$ cat config.mk
export PLATFORM = sky130hd
export DESIGN_NAME = dwa_queue
export DESIGN_NICKNAME = d
export VERILOG_FILES = /design/src/rtl/dwa_pkg.sv /design/src/rtl/dwa_queue.sv
export VERILOG_INCLUDE_DIRS = /design/src /design/src/rtl
export SDC_FILE = /design/constraint.sdc
export NUM_CORES = 1
export LEC_CHECK = 0
export ABC_CLOCK_PERIOD_IN_PS = 3700
export BUFFER_PORTS_ARGS = -buffer_cell sky130_fd_sc_hd__buf_2
export CORE_AREA = 2 2 57 59
export DETAILED_ROUTE_END_ITERATION = 6
export DIE_AREA = 0 0 59 61
export PLACE_DENSITY_LB_ADDON = 0.3
export SLEW_MARGIN = 40
export SYNTH_ARGS = -nofsm -noshare
export SYNTH_HDL_FRONTEND = slang
export SYNTH_SLANG_ARGS = --single-unit
$ cat constraint.sdc
create_clock -name clk -period 3.7 [get_ports clk]
set_input_delay 0.37 -clock clk [delete_from_list [all_inputs] [get_ports clk]]
set_output_delay 0.37 -clock clk [all_outputs]
set_load 0.005 [all_outputs]
$ cat src/rtl/dfa_word_acceptor_defines.svh
// ----------------------------------------------------------------------------
// dfa_word_acceptor_defines
// assertion macros shared by the dfa word acceptor modules
// ----------------------------------------------------------------------------
`ifndef DFA_WORD_ACCEPTOR_DEFINES_SVH
`define DFA_WORD_ACCEPTOR_DEFINES_SVH

`ifndef SYNTHESIS

// checked outside reset only
`define DWA_ASSERT(lbl, clk_s, rst_s, prop) \
    lbl: assert property (@(posedge clk_s) disable iff (!rst_s) prop) \
        else $error("dwa assertion failed");

// checked at every edge, reset included
`define DWA_ASSERT_ALWAYS(lbl, clk_s, prop) \
    lbl: assert property (@(posedge clk_s) prop) \
        else $error("dwa assertion failed");

`else

`define DWA_ASSERT(lbl, clk_s, rst_s, prop)
`define DWA_ASSERT_ALWAYS(lbl, clk_s, prop)

`endif

`endif

$ cat src/rtl/dwa_pkg.sv
// ----------------------------------------------------------------------------
// dwa_pkg
// shared types and constants of the dfa word acceptor
// ----------------------------------------------------------------------------
package dwa_pkg;

    localparam int STATE_W     = 4;   // width of a state field
    localparam int SYM_W       = 8;   // width of the symbol port
    localparam int MASK_W      = 16;  // width of the accepting-state mask
    localparam int CFG_IDX_W   = 1;   // register index width
    localparam int CFG_DATA_W  = 16;  // widest register
    localparam int QUEUE_DEPTH = 2;

    // register indices
    localparam logic [CFG_IDX_W-1:0] CFG_START_STATE = 1'b0;
    localparam logic [CFG_IDX_W-1:0] CFG_ACCEPT_MASK = 1'b1;

    // item kind, coded as the req_type field
    typedef enum logic {
        OP_LOAD = 1'b0,
        OP_FEED = 1'b1
    } dwa_op_t;

    // classified item passed from front to back
    typedef struct packed {
        dwa_op_t            kind;
        logic [STATE_W-1:0] from_state;
        logic [STATE_W-1:0] to_state;
        logic [SYM_W-1:0]   sym;
        logic               last;
    } dwa_item_t;

    // queue status seen by the back and by the port's busy logic
    typedef struct packed {
        logic empty;
        logic full;
    } dwa_qstat_t;

    // one transition table entry
    typedef struct packed {
        logic               valid;
        logic [STATE_W-1:0] nxt;
    } dwa_entry_t;

endpackage

$ cat src/rtl/dwa_queue.sv
// ----------------------------------------------------------------------------
// dwa_queue
// two-entry queue between the front and the back
// ----------------------------------------------------------------------------
`include "dfa_word_acceptor_defines.svh"

module dwa_queue
    import dwa_pkg::*;
(
    input  logic       clk,
    input  logic       rst_n,
    input  logic       push,
    input  dwa_item_t  push_item,
    input  logic       pop,
    output dwa_item_t  pop_item,
    output dwa_qstat_t stat
);

    localparam int PTR_W = $clog2(QUEUE_DEPTH);
    localparam int CNT_W = $clog2(QUEUE_DEPTH + 1);

    dwa_item_t          slot_reg [QUEUE_DEPTH];
    logic [PTR_W-1:0]   wr_ptr_reg, wr_ptr_next;
    logic [PTR_W-1:0]   rd_ptr_reg, rd_ptr_next;
    logic [CNT_W-1:0]   count_reg, count_next;

    always_comb
    begin
        wr_ptr_next = wr_ptr_reg;
        rd_ptr_next = rd_ptr_reg;
        count_next  = count_reg;
        if (push)
        begin
            wr_ptr_next = wr_ptr_reg + 1'b1;
        end
        if (pop)
        begin
            rd_ptr_next = rd_ptr_reg + 1'b1;
        end
        if (push && !pop)
        begin
            count_next = count_reg + 1'b1;
        end
        else if (pop && !push)
        begin
            count_next = count_reg - 1'b1;
        end
    end

    always_ff @(posedge clk or negedge rst_n)
    begin
        if (!rst_n)
        begin
            wr_ptr_reg <= '0;
            rd_ptr_reg <= '0;
            count_reg  <= '0;
        end
        else
        begin
            wr_ptr_reg <= wr_ptr_next;
            rd_ptr_reg <= rd_ptr_next;
            count_reg  <= count_next;
        end
    end

    always_ff @(posedge clk)
    begin
        if (push)
        begin
            slot_reg[wr_ptr_reg] <= push_item;
        end
    end

    assign pop_item   = slot_reg[rd_ptr_reg];
    assign stat.empty = (count_reg == '0);
    assign stat.full  = (count_reg == CNT_W'(QUEUE_DEPTH));

    `DWA_ASSERT(a_q_no_overflow, clk, rst_n, push |-> (!stat.full || pop))
    `DWA_ASSERT(a_q_count_bound, clk, rst_n, count_reg <= CNT_W'(QUEUE_DEPTH))

endmodule

### Yosys cells after proc, flatten, opt, wreduce, memory -nomap -nowiden

Memories as Yosys holds them, arrays and structs flattened.
Index checks and enable logic that the tools add are counted.
W data, S select, Z words.

* bits of input ports: 22
* register bits after elaboration: 4
* RAM bits: 36
* memories kept: 1

Memories
* slot_reg: depth 2, bits a word 18, rd ports 1, clocked after memory_dff 0, wr ports 1, line dwa_queue.sv:22 `dwa_item_t slot_reg [QUEUE_DEPTH];`

* equal/unequal tests: 1
* mux-type cells: 4
* add/subtract/negate cells: 4
* reductions and logical operators: 6

Operators with widths (number)
* $mux W2: 2
* $add A1 B1 Y1 const B: 2
* $add A2 B1 Y2 const B: 1
* $eq A2 B2 Y1 const B: 1
* $logic_and A1 B1 Y1: 2
* $logic_not A1 Y1: 2
* $logic_not A2 Y1: 1
* $mux W1: 2
* $reduce_bool A2 Y1: 1
* $sub A2 B1 Y2 const B: 1

### Logic depth before layout (Yosys ltp)

* depth after elaboration: 4
* gate-level depth with buffers: 5

### Worst setup path after synthesis

Ideal clock, no wire load.

* path kind: flip-flop to flip-flop
* start: register wr_ptr_reg
* end: memory slot_reg[0][0] in the netlist's numbering, enable pin
* period minus slack after synthesis: 1.621 ns
* data required time: 3.305 ns
* arrival time: 1.227 ns
* cell stages (with the launch flop): 2
* buffers on the path: 0
* setup slack: 2.079 ns
* cells stage by stage: dfrtp_1 nor2b_1

RTL lines
* from (decl): line dwa_queue.sv:23 `logic [PTR_W-1:0] wr_ptr_reg, wr_ptr_next;`
* from (signal assigned): line dwa_queue.sv:60 `wr_ptr_reg <= wr_ptr_next;`
* to (decl): line dwa_queue.sv:22

Straight into the memory's write port.

==> flow_summary_export.csv <==
group,metric,value,unit
outcome,outcome,"complete, no violations",
place,dpl.hpwl,1560,um
floorplanning,die_x,59,um
sta,hold-worst-slack,220,ps
logic_synthesis,synth_edf_count,36,
sta,unrepaired_setup_endpoints_after_global_routing,"false",
floorplanning,core_area,2950,um^2
power_and_ir_drop,cellPowerDensity,670,nW/um^2
power_and_ir_drop,comb_power_share,26.9,%
grt,grt_remaining_overflow,0,
clock_tree,cts_hold_buf,1,
floorplanning,die_area,3600,um^2
logic_synthesis,synth_area_leaders,"edfxtp_1 70%, mux2_4 8.8%, mux2_2 6.6%, dfrtp_1 6.5%, xor2_1 2.3%",
layout,finalNetCount,142,
setup_path,worst-r2r-setup-slack,2210,ps
sta,setup_viol,0,
place,gp_congestion,0.624,
clock_tree,htreeDepth,2,
route,detailedRoute.firstPassIterationCount,2,
clock_tree,max-clock-path-buffers,2,
logic_synthesis,synthMostInstantiatedCell,"edfxtp_1",
clock_tree,cts.reportedPaths.clkPinSlew,100,ps
logic_synthesis,post-synth-top-area-fraction,70.4,%
clock_tree,clk_root_buffer_cell,"clkbuf_4",
sta,fin_setup_tns,0,ps
logic_synthesis,synth.yosys.seq_area_share,76.9,%
logic_synthesis,synth_commonest_cells,"36 x edfxtp_1, 9 x mux2_2, 9 x mux2_4, 4 x dfrtp_1, 4 x xor2_1",
sta,maxSlewHeadroom,46.1,%
worst_hold_path,min-delay-start,"push_item[12]",
grt,groute.usage.overall,14.0,%
grt,grt_antenna_before_repair,0,
route,detail_route.wl_per_cell,14.8,um
floorplanning,floorplan.io_pins,42,
setup_path,path_max_fanout,19,
floorplanning,std_cell_rows,20,
clock_tree,cts_tree,"built",
sta,maxSlewViolCount,0,
grt,grt_pass1_vias,785,
logic_synthesis,syn-mean-instance-area,21.3,um^2
clock_tree,cts_made_buffers,5,
setup_path,startpoint,"rd_ptr_reg",
route,route.final.wire_length,2260,um
logic_synthesis,mapped_nets,95,
layout,number_of_flip_flops_in_the_largest_register,36,
floorplanning,floorplan.initialDensity,52.0,%
run,maxcap_viol_count,0,
setup_path,r2r-start,"wr_ptr_reg",
clock_tree,post_cts_resize_count,0,
setup_path,critical_path_class,"reg2out",
place,portBuffers,41,
power_and_ir_drop,ir_drop,301,uV
route,routed-via-count,771,
logic_synthesis,synth-async-reset-ratio,10.0,%
setup_path,crit_path_dat,1570,ps
sta,timing.fmax,0.516,GHz
power_and_ir_drop,cell_internal_pwr,885,uW
power_and_ir_drop,switching_portion_of_total_power,27.3,%
setup_path,critPathLaunchType,"register",
layout,area_growth,18.4,%
route,routed_vias_inst,5.04,
logic_synthesis,mappedNetlistArea,1540,um^2
power_and_ir_drop,p_sw,333,uW
clock_tree,cts.repair_timing.setup_buffer_count,0,
sta,worst_clock_skew,3.50,ps
layout,antenna-diode-count,0,
setup_path,crit_required,3330,ps
worst_hold_path,min-delay-path-class,"in2reg",
layout,final_layout_size_suffix_gt1_share,55.0,%
sta,finalHoldViolations,0,
clock_tree,insertion_delay,330,ps
route,drc,0,
logic_synthesis,netlist-cell-type-count,13,
sta,fin_crit,1940,ps
route,drt_iter0_markers,15,
logic_synthesis,yosys.area.top_type,"edfxtp_1",
logic_synthesis,synth-warning-count,0,
logic_synthesis,yosys_most_used_dff,"edfxtp_1",
grt,grt_max_degree,20,
floorplanning,die_height,61,um
sta,final.period_utilization,52.4,%
sta,tightestPinTransition,808,ps
power_and_ir_drop,power_frac_seq,56.8,%
power_and_ir_drop,leakagePower,0.736,nW
setup_path,endpoint_kind,"output port",
power_and_ir_drop,power.clock.fraction,16.3,%
logic_synthesis,yosys_reg_bits,40,
clock_tree,count_of_clock_tree_sinks,40,
route,drtAntennaViolNets,0,
grt,wire_length_of_the_first_global_routing_pass,3430,um
logic_synthesis,synth_cells,72,
==> power by group through the flow <==
stage	sequential (mW)	clock, mW	combinational [mW]
finish	0.692	0.199	0.328
global route	0.706	0.225	0.358
CTS	0.695	0.206	0.335
detailed placement	0.706	0	0.332
global placement	0.692	0	0.331
floorplan	0.643	0	0.282
==> stage by stage <==
step	area [um^2]	utilization [%]	total power, mW	setup WS [ps]	instances
CTS	1820	61.6	1.24	1720	153
finish	1820	61.6	1.22	1760	153
global placement	1750	59.4	1.02	1840	144
global route	1820	61.6	1.29	1680	153
floorplan	1540	-	0.925	2080	72
detailed placement	1760	59.6	1.04	2110	144
==> cells by family (layout without fill, tap and decap cells) <==
kind of cell,Yosys count,after routing,synth area share (%)
muxes,18,18,15.4
xor gates and xnor gates,5,5,2.85
and+or+nand+nor,5,5,1.71
buffers and inverters,3,51,2.28
adders and majority gates,1,1,0.815
DFF,40,40,76.9
==> critical path, cell delays in order (launching register included) <==
cell     delay (ps)
dfrtp_2         710
mux2_2          400
buf_2           130
==> metal layers <==
layer	GRT usage (%)	part of all wire [%]
met3	6.18	5.8
met5	0	0
met4	6.82	1.9
met2	24.0	54
met1	14.7	38
==> layout make-up <==
class	count	area [um^2]
Sequential cell	40	1180
Fill cell	230	1130
Multi-Input combinational cell	29	327
Timing Repair Buffer	42	215
Clock buffer	7	45.0
Tap cell	33	41.3
Clock inverter	1	3.75
Inverter	1	3.75
==> layout by cell type, fill, tap and decap left out <==
master / n
mux2_2: 9
mux2_4: 9
xor2_1: 4
dfrtp_1: 3
clkinv_1: 1
edfxtp_1: 36
inv_1: 1
and2_1: 1
dfrtp_2: 1
nor2b_1: 1
buf_2: 41
clkbuf_4: 5
nor2_1: 2
ha_1: 1
nor2b_4: 1
clkbuf_1: 2
xnor2_1: 1
dlygate4sd3_1: 1
==> worst paths after layout <==
check / endpoint / cells after the start
max: pop_item[1] / 2
min: slot_reg[0][12] / 1
max reg2reg: slot_reg[1][12] / 1
min reg2reg: count_reg[1] / 1
max in group asynchronous: rd_ptr_reg / 2
min in group asynchronous: count_reg[1] / 2
No activity file was read; power rests on OpenSTA's default activity.
